**config.mk**
```make
export PLATFORM = sky130hd
export DESIGN_NAME = sliding_window_median_time
export DESIGN_NICKNAME = d
export VERILOG_FILES = /design/src/design/swmt_pkg.sv /design/src/design/swmt_cell.sv /design/src/design/sliding_window_median_time.sv
export SDC_FILE = /design/constraint.sdc
export NUM_CORES = 1
export LEC_CHECK = 0
export BUFFER_PORTS_ARGS = -buffer_cell sky130_fd_sc_hd__buf_2
export CORE_MARGIN = 4
export CORE_UTILIZATION = 60
export CTS_CLUSTER_SIZE = 30
export DETAILED_ROUTE_END_ITERATION = 10
export PLACE_DENSITY_LB_ADDON = 0.2
export SETUP_SLACK_MARGIN = 0.2
export SYNTH_ARGS = -nofsm -noshare
export SYNTH_HDL_FRONTEND = slang
export SYNTH_SLANG_ARGS = --single-unit
export TNS_END_PERCENT = 1
```
**constraint.sdc**
```tcl
create_clock -name clk -period 6.9 [get_ports clk]
set_input_delay 0.345 -clock clk [delete_from_list [all_inputs] [get_ports clk]]
set_output_delay 0.345 -clock clk [all_outputs]
set_load 0.02 [all_outputs]
```
**src/design/swmt_pkg.sv**
```systemverilog
// Shared types, constants and helpers for the sliding-window median block.
// No dependencies; every design file imports this package.
package swmt_pkg;

  localparam int WINDOW_DEF = 11;  // default window depth
  localparam int TIME_W     = 32;  // timestamp width
  localparam int HELD_W     = 4;   // reported count width

  // Sequencer states
  typedef enum logic [1:0] {
    ST_IDLE,
    ST_SORT,
    ST_LOAD
  } state_t;

  // Control broadcast from the sequencer to every cell
  typedef struct packed {
    logic insert;  // take the new timestamp this cycle
    logic full;    // window already holds WINDOW entries
    logic step;    // run one compare-exchange phase
    logic odd;     // phase parity: pairs whose lower cell index has this parity
  } cell_ctl_t;

  // Lower/upper pair order: an empty cell counts as larger than any timestamp
  function automatic logic swap_needed(input logic              lo_vld,
                                       input logic [TIME_W-1:0] lo_val,
                                       input logic              hi_vld,
                                       input logic [TIME_W-1:0] hi_val);
    return (!lo_vld && hi_vld) || (lo_vld && hi_vld && (lo_val > hi_val));
  endfunction

endpackage

```
**src/design/swmt_cell.sv**
```systemverilog
// One cell of the sorted timestamp chain: value, age and valid flag.
// Depends on swmt_pkg; instantiated by sliding_window_median_time.
module swmt_cell
  import swmt_pkg::*;
#(
  parameter int WINDOW = WINDOW_DEF,
  parameter int IDX    = 0,
  parameter int AW     = 4
) (
  input  logic              clk,
  input  logic              rst,
  input  cell_ctl_t         ctl,
  input  logic              ins_here,
  input  logic [TIME_W-1:0] ins_val,
  input  logic              lo_vld,
  input  logic [TIME_W-1:0] lo_val,
  input  logic [AW-1:0]     lo_age,
  input  logic              hi_vld,
  input  logic [TIME_W-1:0] hi_val,
  input  logic [AW-1:0]     hi_age,
  output logic              vld,
  output logic [TIME_W-1:0] val,
  output logic [AW-1:0]     age
);

  localparam logic ODD_IDX = 1'(IDX % 2);
  localparam logic HAS_UP  = (IDX < WINDOW - 1);
  localparam logic HAS_DN  = (IDX > 0);
  localparam logic [AW-1:0] AGE_LAST = AW'(WINDOW - 1);

  logic swap_up;
  logic swap_dn;
  logic take_new;

  assign swap_up = ctl.step && HAS_UP && (ODD_IDX == ctl.odd) &&
                   swap_needed(vld, val, hi_vld, hi_val);
  assign swap_dn = ctl.step && HAS_DN && (ODD_IDX != ctl.odd) &&
                   swap_needed(lo_vld, lo_val, vld, val);
  // Full window: overwrite the oldest entry; otherwise fill the first empty cell
  assign take_new = ctl.full ? (vld && (age == AGE_LAST)) : ins_here;

  always_ff @(posedge clk) begin
    if (rst) begin
      vld <= 1'b0;
    end else if (ctl.insert) begin
      if (take_new) begin
        vld <= 1'b1;
      end
    end else if (swap_up) begin
      vld <= hi_vld;
    end else if (swap_dn) begin
      vld <= lo_vld;
    end
  end

  always_ff @(posedge clk) begin
    if (ctl.insert) begin
      if (take_new) begin
        val <= ins_val;
        age <= '0;
      end else if (vld) begin
        age <= age + AW'(1);
      end
    end else if (swap_up) begin
      val <= hi_val;
      age <= hi_age;
    end else if (swap_dn) begin
      val <= lo_val;
      age <= lo_age;
    end
  end

endmodule

```
**src/design/sliding_window_median_time.sv**
```systemverilog
// Sliding-window median time past. Each accepted word is inserted, then the WINDOW odd-even
// compare-exchange phases re-sort the cell chain, then the result is loaded into the output
// register; no new word is taken until that load, which waits while the output is stalled.
// Reset (rst, synchronous, active high) empties the window, clears the count and the
// output valid; held timestamps are not cleared.
// Depends on swmt_pkg and swmt_cell.
module sliding_window_median_time
  import swmt_pkg::*;
#(
  parameter int WINDOW = WINDOW_DEF
) (
  input  logic        clk,
  input  logic        rst,
  // Input stream
  input  logic        s_tvalid,
  output logic        s_tready,
  input  logic [31:0] s_tdata,   // [31:0] block_time
  // Result stream
  output logic        m_tvalid,
  input  logic        m_tready,
  output logic [39:0] m_tdata    // [31:0] median_time, [35:32] held_count, [39:36] zero
);

  localparam int CW = $clog2(WINDOW + 1);            // count, also phase counter
  localparam int AW = $clog2(WINDOW + 1);            // per-cell age
  localparam int IW = (WINDOW > 1) ? $clog2(WINDOW) : 1;
  localparam logic [CW-1:0] CNT_FULL   = CW'(WINDOW);
  localparam logic [CW-1:0] PHASE_LAST = CW'(WINDOW - 1);

  state_t state, state_next;

  logic [CW-1:0] count;        // entries held
  logic [CW-1:0] phase;        // sort phase index
  cell_ctl_t     ctl;
  logic          accept;
  logic          load_out;
  logic          full;

  logic [TIME_W-1:0] median_time;
  logic [HELD_W-1:0] held_count;

  logic [WINDOW-1:0]              cell_vld;
  logic [WINDOW-1:0][TIME_W-1:0]  cell_val;
  logic [WINDOW-1:0][AW-1:0]      cell_age;
  logic [WINDOW-1:0]              ins_here;
  logic [IW-1:0]                  mid_idx;

  assign full   = (count == CNT_FULL);
  assign accept = s_tvalid && s_tready;
  // Median sits at sorted index count/2; count is nonzero once a word is in
  assign mid_idx = IW'(count >> 1);

  // Next-state logic
  always_comb begin
    state_next = state;
    case (state)
      ST_IDLE: if (s_tvalid) state_next = ST_SORT;
      ST_SORT: if (phase == PHASE_LAST) state_next = ST_LOAD;
      ST_LOAD: if (!m_tvalid || m_tready) state_next = ST_IDLE;
      default: state_next = ST_IDLE;
    endcase
  end

  // Output and control decode
  always_comb begin
    s_tready   = 1'b0;
    load_out   = 1'b0;
    ctl.insert = 1'b0;
    ctl.full   = full;
    ctl.step   = 1'b0;
    ctl.odd    = phase[0];
    case (state)
      ST_IDLE: begin
        s_tready   = 1'b1;
        ctl.insert = s_tvalid;
      end
      ST_SORT: ctl.step = 1'b1;
      ST_LOAD: load_out = !m_tvalid || m_tready;
      default: ;
    endcase
  end

  always_ff @(posedge clk) begin
    if (rst) begin
      state <= ST_IDLE;
    end else begin
      state <= state_next;
    end
  end

  // Count grows until the window fills; phase counts the compare-exchange phases of a sort pass
  always_ff @(posedge clk) begin
    if (rst) begin
      count <= '0;
      phase <= '0;
    end else begin
      if (accept && !full) begin
        count <= count + CW'(1);
      end
      if (accept) begin
        phase <= '0;
      end else if (ctl.step) begin
        phase <= phase + CW'(1);
      end
    end
  end

  // The chain: each cell trades contents with one neighbor per sort phase
  for (genvar i = 0; i < WINDOW; i++) begin : g_cell
    logic              lo_vld, hi_vld;
    logic [TIME_W-1:0] lo_val, hi_val;
    logic [AW-1:0]     lo_age, hi_age;

    assign ins_here[i] = (count == CW'(i));

    if (i > 0) begin : g_lo
      assign lo_vld = cell_vld[i-1];
      assign lo_val = cell_val[i-1];
      assign lo_age = cell_age[i-1];
    end else begin : g_lo_edge
      assign lo_vld = 1'b0;
      assign lo_val = '0;
      assign lo_age = '0;
    end

    if (i < WINDOW - 1) begin : g_hi
      assign hi_vld = cell_vld[i+1];
      assign hi_val = cell_val[i+1];
      assign hi_age = cell_age[i+1];
    end else begin : g_hi_edge
      assign hi_vld = 1'b0;
      assign hi_val = '0;
      assign hi_age = '0;
    end

    swmt_cell #(
      .WINDOW (WINDOW),
      .IDX    (i),
      .AW     (AW)
    ) u_cell (
      .clk      (clk),
      .rst      (rst),
      .ctl      (ctl),
      .ins_here (ins_here[i]),
      .ins_val  (s_tdata[TIME_W-1:0]),
      .lo_vld   (lo_vld),
      .lo_val   (lo_val),
      .lo_age   (lo_age),
      .hi_vld   (hi_vld),
      .hi_val   (hi_val),
      .hi_age   (hi_age),
      .vld      (cell_vld[i]),
      .val      (cell_val[i]),
      .age      (cell_age[i])
    );
  end

  // Output register: hold the word until the sink takes it
  always_ff @(posedge clk) begin
    if (rst) begin
      m_tvalid <= 1'b0;
    end else if (load_out) begin
      m_tvalid <= 1'b1;
    end else if (m_tready) begin
      m_tvalid <= 1'b0;
    end
  end

  always_ff @(posedge clk) begin
    if (load_out) begin
      median_time <= (count == '0) ? '0 : cell_val[mid_idx];
      held_count  <= HELD_W'(count);
    end
  end

  assign m_tdata = {4'b0000, held_count, median_time};

`ifndef ASSERT_OFF
  // Count never passes the window depth
  a_count_range: assert property (@(posedge clk) disable iff (rst)
    count <= CNT_FULL)
    else $error("held count above window depth");

  // Between items the occupied cells match the count
  a_cells_match_count: assert property (@(posedge clk) disable iff (rst)
    (state == ST_IDLE) |-> ($countones(cell_vld) == 32'(count)))
    else $error("occupied cells disagree with count");

  // An accepted word always starts a sort pass from phase zero
  a_accept_sorts: assert property (@(posedge clk) disable iff (rst)
    accept |=> (state == ST_SORT) && (phase == '0))
    else $error("accepted word did not start a sort pass");
`endif

endmodule

```
==> results of run 1 <==
-- kinds of logic after synthesis --
family / synth area share (%)
flip-flops: 41.9
XOR/XNOR: 0.711
buffers and inverters: 6.68
AO/OA/AOI/OAI: 23.4
AND/OR/NAND/NOR: 8.64
other: 0.0117
multiplexers: 5.04
adder cells (fa/ha/maj): 13.6
-- power by group --
part | leakage, nW | internal [mW] | switching (mW)
logic | 8.24 | 0.629 | 1.13
registers | 4.22 | 3.37 | 0.282
clock network | 0.817 | 1.58 | 1.19
-- layer usage --
layer / vias to the layer above / wire (µm)
li1: 12265 / -
met1: 13646 / 40800
met2: 1906 / 53700
met3: 477 / 10700
met4: 0 / 11700
met5: - / 0
-- layout by cell type, fill, tap and decap left out, types with 32 or more instances in the layout --
cell type / instances
edfxtp_1: 432
inv_1: 353
ha_1: 348
a21oi_1: 320
a311oi_1: 257
a211oi_1: 178
nor2_1: 161
nand2_1: 159
o21ai_0: 130
nand4_1: 79
buf_2: 73
mux4_2: 54
clkbuf_16: 53
nand3_1: 51
buf_4: 40
mux2i_1: 33
nor3_1: 32
-- per-stage QoR --
| step | hold WS (ns) | cell area (µm²) |
|---|---|---|
| floorplan | 0.406 | 32000 |
| global placement | 0.495 | 33100 |
| detailed placement | 0.507 | 33100 |
| CTS | 0.0487 | 34700 |
| global route | 0.0826 | 34700 |
| finish | 0.0609 | 34700 |
-- final cells by class --
| type | instances | area (µm²) | area share, % |
|---|---|---|---|
| inverter | 354 | 1330 | 3.83 |
| timing repair buffer | 115 | 706 | 2.03 |
| sequential | 454 | 13400 | 38.7 |
| tap | 688 | 861 | 2.48 |
| clock inverter | 28 | 235 | 0.678 |
| multi-input combinational | 2140 | 16700 | 48.2 |
| clock buffer | 68 | 1410 | 4.07 |
-- worst max-delay path, stage by stage (launching register included) --
cell	delay (ns)
edfxtp_1	0.43
inv_1	0.11
ha_1	0.36
nand4_1	0.20
nor4_1	0.81
o311ai_0	0.35
a31oi_1	0.48
nor2_4	0.24
a31oi_4	0.77
buf_4	0.43
-- sequential cells by signal, indices dropped and copies added, names as in the netlist --
signal,flops
median_time,32
g_cell.u_cell.vld,11
g_cell.u_cell.val,352
held_count,4
m_tvalid,1
count,4
g_cell.u_cell.age,44
phase,4
state,2
-- final timing paths --
check                           cells after the start  slack [ns]                           endpoint
worst max-delay path                                9        2.34  g_cell[3].u_cell.val[8]$_DFFE_PP_
worst min-delay path                                3        0.06              m_tvalid$_SDFFE_PP0P_
worst max register to register                      9        2.34  g_cell[3].u_cell.val[8]$_DFFE_PP_
worst min register to register                      1        0.51  g_cell[8].u_cell.vld$_SDFFE_PP0P_
==> results.toml, run 1 <==
[synthesis]
synth-edff-count = 432
ys.flop_type = "edfxtp_1"
yosys_warnings = 0
synth_top_area_share_pct = 40.5
synth_area_leaders = "edfxtp_1, ha_1, a311oi_1, a21oi_1, a211oi_1"
synth_most_common_cell = "edfxtp_1"
synth_seq_cells = 454
synth_area_um2 = 32000
synth_cells = 3142
synth-seq-area-share_pct = 41.9
synth_cell_types = 71
synth_top_cell_by_area = "edfxtp_1"
synth_common_cells = "edfxtp_1, inv_1, ha_1"
async_flop_share_pct = 0
synth_area_per_cell_um2 = 10.2

[run_status]
status = "finished, final reports clean"

[grt]
use_met1_pct = 48.1
grt_antenna_before_repair = 0
grt_overflow = 0
grt_max_degree = 174
track_usage_pct = 40.0
grt_pass1_vias = 28120
grt_use_met2_pct = 63.5
grt_pass1_wl_mm = 173
use_met3_pct = 7.11
grt.busiest_layer = "met2"

[clock_network]
cts_hold_buffers = 0
cts_htree_levels = 2
clk_latency_ns = 0.63
tritoncts = "built"
cts-buffers-inserted = 52
cts_setup_buffers = 0
clockRootBuffer = "clkbuf_16"
cts.path.max_buffers = 3
post_cts_resize_count = 0
clkTransAtPathRegs_ns = 0.06
clock_sinks = 454

[pwr]
peakVddDrop_mv = 0.178
p_per_area_nw_per_um2 = 236
power_mw = 8.20
p_leak_nw = 13.3

[setup_path]
cp_max_fo = 17
critPathLaunch = "g_cell[3].u_cell.val[27]$_DFFE_PP_"
cp-end-kind = "flop"
cp.required_ns = 7.19
r2r_start = "g_cell[3].u_cell.val[27]$_DFFE_PP_"
worstSetupStartpointType = "flop"
crit_arrival_ns = 4.85
crit_type = "reg -> reg"

[sta]
finalSetupTns_ns = 0
drv_slew = 0
fin_crit_ns = 4.56
clock.fmax_mhz = 219
setup_viol = 0
tightest_slew_ns = 1.27
slew_headroom_pct = 15.3
rsz0062_at_grt = "no"
fin_crit_sh_pct = 66.1
fin_skew_ns = 0.0314
hold_viol = 0
layout_setup_ws_ns = 2.34

[cells_and_area]
drive_gt1_share_pct = 9.37
synthToLayoutAreaGrowth_pct = 8.45
fillers = 4122
finalNonFillerCells = 3847
fin_nets = 3501
n_antenna_cell = 0
final_util_pct = 65.9

[job]
cap_violations = 0

[place]
post-dp-hpwl_mm = 85.2
globalplace.congestion = 0.990
port_buffers = 73
place_inst = 3751
dp_worst_setup_slack_ns = 2.49

[floorplanning]
num_io_pins = 78
fp.dieArea_um2 = 57100
initial_core_util_pct = 60.8
core_area_um2 = 52700
rows = 84
fp.dieW_um = 239
die_h_um = 239

[detailed_routing]
drc_errors = 0
viasPerCell = 7.35
firstDrtPassIters = 6
detail-route-antenna-nets = 0
finalWirelength_mm = 117
vias = 28294
drt_iter0_drc = 3942
wl_per_cell_um = 30.4

[worst_hold_path]
hold_class = "in -> reg"
hp-start = "m_tready"
Note: power is estimated with default switching activity, not from simulation.
==> run 2, diff against run 1 <==
ABC_AREA = 1   (was unset)
clock period = 4.4 ns   (was 6.9 ns; I/O delays follow)
==> results.toml, run 2 <==
[cells_and_area]
fin_nets = 4150
top_register = "g_cell.u_cell.val"
final_common_cell = "nand2_1"
fillers = 4337
reg_top3 = "g_cell.u_cell.val: 352 flops, g_cell.u_cell.age: 44 flops, median_time: 32 flops"
drive_gt1_share_pct = 6.38
finalNonFillerCells = 4487
final_cell_mix = "nand2_1, o21ai_0, inv_1, edfxtp_1, ha_1"
synthToLayoutAreaGrowth_pct = 7.19
largest_register_ffs = 352

[synthesis]
synth_area_leaders = "edfxtp_1, ha_1, o21ai_0, nand2_1, inv_1"
synth_common_cells = "nand2_1, o21ai_0, inv_1"
synthAdderAreaFrac_pct = 13.8
ys.flop_type = "edfxtp_1"
synth_cell_types = 46
synth_xor_area_share_pct = 0.555
yosys_warnings = 0
synth-edff-count = 432
synth_top_cell_by_area = "edfxtp_1"
post_synth_and_or_nand_nor_area_fraction_pct = 13.4
synth_area_um2 = 31600
async_flop_share_pct = 0
synth_cells = 3791
synth_seq_cells = 454
synth_area_per_cell_um2 = 8.33
synth_top_area_share_pct = 41.1
synth_most_common_cell = "nand2_1"
synth_compound_area_share_pct = 20.9
synth_top_family_by_area = "compound AO/OA/AOI/OAI gates"
synthMuxAreaShare_pct = 0
synth-seq-area-share_pct = 42.5

[pwr]
p_int_mw = 8.97
seq_power_share_pct = 43.4
p_per_area_nw_per_um2 = 400
switching_share_pct = 33.6
combPwrFrac_pct = 25.3
clockPowerShare_pct = 31.2
peakVddDrop_mv = 0.297
p_leak_nw = 15.0
p_switching_mw = 4.55

[clock_network]
clk_latency_ns = 0.61
cts_setup_buffers = 0
tritoncts = "built"
cts-buffers-inserted = 53
cts.path.max_buffers = 3
clock_sinks = 454
clockRootBuffer = "clkbuf_16"
clkTransAtPathRegs_ns = 0.06
cts_htree_levels = 2

[sta]
clock.fmax_mhz = 260
setup_viol = 0
finalSetupTns_ns = 0
fin_crit_sh_pct = 87.5
fin_crit_ns = 3.85
rsz0062_at_grt = "no"
drv_slew = 0
tightest_slew_ns = 1.06
slew_headroom_pct = 29.5
fin_skew_ns = 0.0220
hold_viol = 0

[setup_path]
cp-end-kind = "flop"
rr_worst_depth = 14
timing.rr.end = "g_cell[1].u_cell.val[7]$_DFFE_PP_"
cp_max_fo = 65
crit_type = "reg -> reg"
crit_arrival_ns = 4.18
r2r_setup_slack_ns = 0.55
cp.required_ns = 4.74
r2r_start = "g_cell[2].u_cell.val[30]$_DFFE_PP_"
worstSetupStartpointType = "flop"

[place]
port_buffers = 73
globalplace.congestion = 0.936
post-dp-hpwl_mm = 65.6
place_inst = 4389

[worst_hold_path]
min_to = "state[0]$_SDFFE_PP0P_"
hp-start = "s_tvalid"
whs_path_depth = 3
hold_class = "in -> reg"

[floorplanning]
core_area_um2 = 51700
fp.dieArea_um2 = 56300
die_h_um = 237
rows = 83
fp.dieW_um = 237
initial_core_util_pct = 61.0
num_io_pins = 78

[detailed_routing]
wl_per_cell_um = 20.2
drc_errors = 0
firstDrtPassIters = 6
drt_iter0_drc = 4096
finalWirelength_mm = 90.5
viasPerCell = 6.11
detail-route-antenna-nets = 0
vias = 27423

[grt]
grt_antenna_before_repair = 1
grt_overflow = 0
grt_pass1_vias = 25132
track_usage_pct = 31.3
grt_pass1_wl_mm = 141
grt_max_degree = 111

[job]
cap_violations = 0

[run_status]
status = "finished, final reports clean"
## run 2: what timing repair did
action | in CTS | in global routing
hold buffers | 2 | 0
gates resized for setup | 0 | 0
hold endpoints to repair | 4 | 0
## run 2: through the flow
| step | power, mW | worst slack [ns] | utilization (%) | hold WS (ns) | cell area, µm² |
|---|---|---|---|---|---|
| global placement | 9.18 | 0.761 | 62.3 | 0.454 | 32200 |
| CTS | 13.5 | 0.671 | 65.4 | 0.113 | 33800 |
| floorplan | 8.22 | 1.04 | - | 0.289 | 31600 |
| global route | 14.2 | 0.414 | 65.4 | 0.158 | 33800 |
| finish | 13.5 | 0.552 | 65.4 | 0.149 | 33800 |
| detailed placement | 9.28 | 0.672 | 62.3 | 0.458 | 32200 |
## run 2: critical path, stage by stage (launching register included)
cell	delay [ns]
edfxtp_1	0.37
inv_1	0.12
ha_1	0.30
nand2_1	0.06
nor2_1	0.20
nand2_1	0.16
nor4_2	0.43
nand4_1	0.14
nand2_1	0.38
nand2_2	0.14
nand2_2	0.25
buf_4	0.62
nor2_1	0.08
a21oi_1	0.17
o21ai_1	0.08
## run 2: worst max path at each step
stage               slack (ns)                                from  cells after the start                                 end
global placement          0.76  g_cell[2].u_cell.val[31]$_DFFE_PP_                     14  g_cell[1].u_cell.val[13]$_DFFE_PP_
CTS                       0.67  g_cell[2].u_cell.val[30]$_DFFE_PP_                     14   g_cell[1].u_cell.val[7]$_DFFE_PP_
detailed placement        0.67  g_cell[2].u_cell.val[29]$_DFFE_PP_                     15   g_cell[1].u_cell.val[7]$_DFFE_PP_
finish                    0.55  g_cell[2].u_cell.val[30]$_DFFE_PP_                     14   g_cell[1].u_cell.val[7]$_DFFE_PP_
global route              0.41  g_cell[2].u_cell.val[30]$_DFFE_PP_                     14   g_cell[1].u_cell.val[8]$_DFFE_PP_
floorplan                 1.04  g_cell[1].u_cell.val[23]$_DFFE_PP_                     14   g_cell[0].u_cell.val[0]$_DFFE_PP_
## run 2: area by class of cell
class	instances	area [µm²]	share of cell area [%]
multi-input combinational	2667	15400	45.6
timing repair buffer	119	766	2.26
clock buffer	66	1420	4.18
inverter	471	1780	5.25
antenna	1	2.50	0.00740
tap	680	851	2.51
clock inverter	29	185	0.547
sequential	454	13400	39.7
## run 2: cell families after synthesis
kind of cell	Yosys count
simple gates	1031
other cells	1
fa+ha+maj	348
xor+xnor	20
flops	454
buf+inv	673
compound gates	1264
## run 2: per-layer routing
metal	routed length (µm)	GRT usage, %	part of all wire [%]
met3	11700	7.51	13
met5	0	0	0
met4	2270	8.37	2.5
met1	39900	48.7	44
met2	36600	43.7	40
## run 2: power by group through the flow
stage	logic [mW]	registers (mW)	clock network, mW
after floorplan	2.39	5.83	0
after global placement	3.26	5.93	0
after detailed placement	3.34	5.94	0
after CTS	3.37	5.85	4.24
after global routing	3.90	5.93	4.42
final	3.43	5.87	4.22
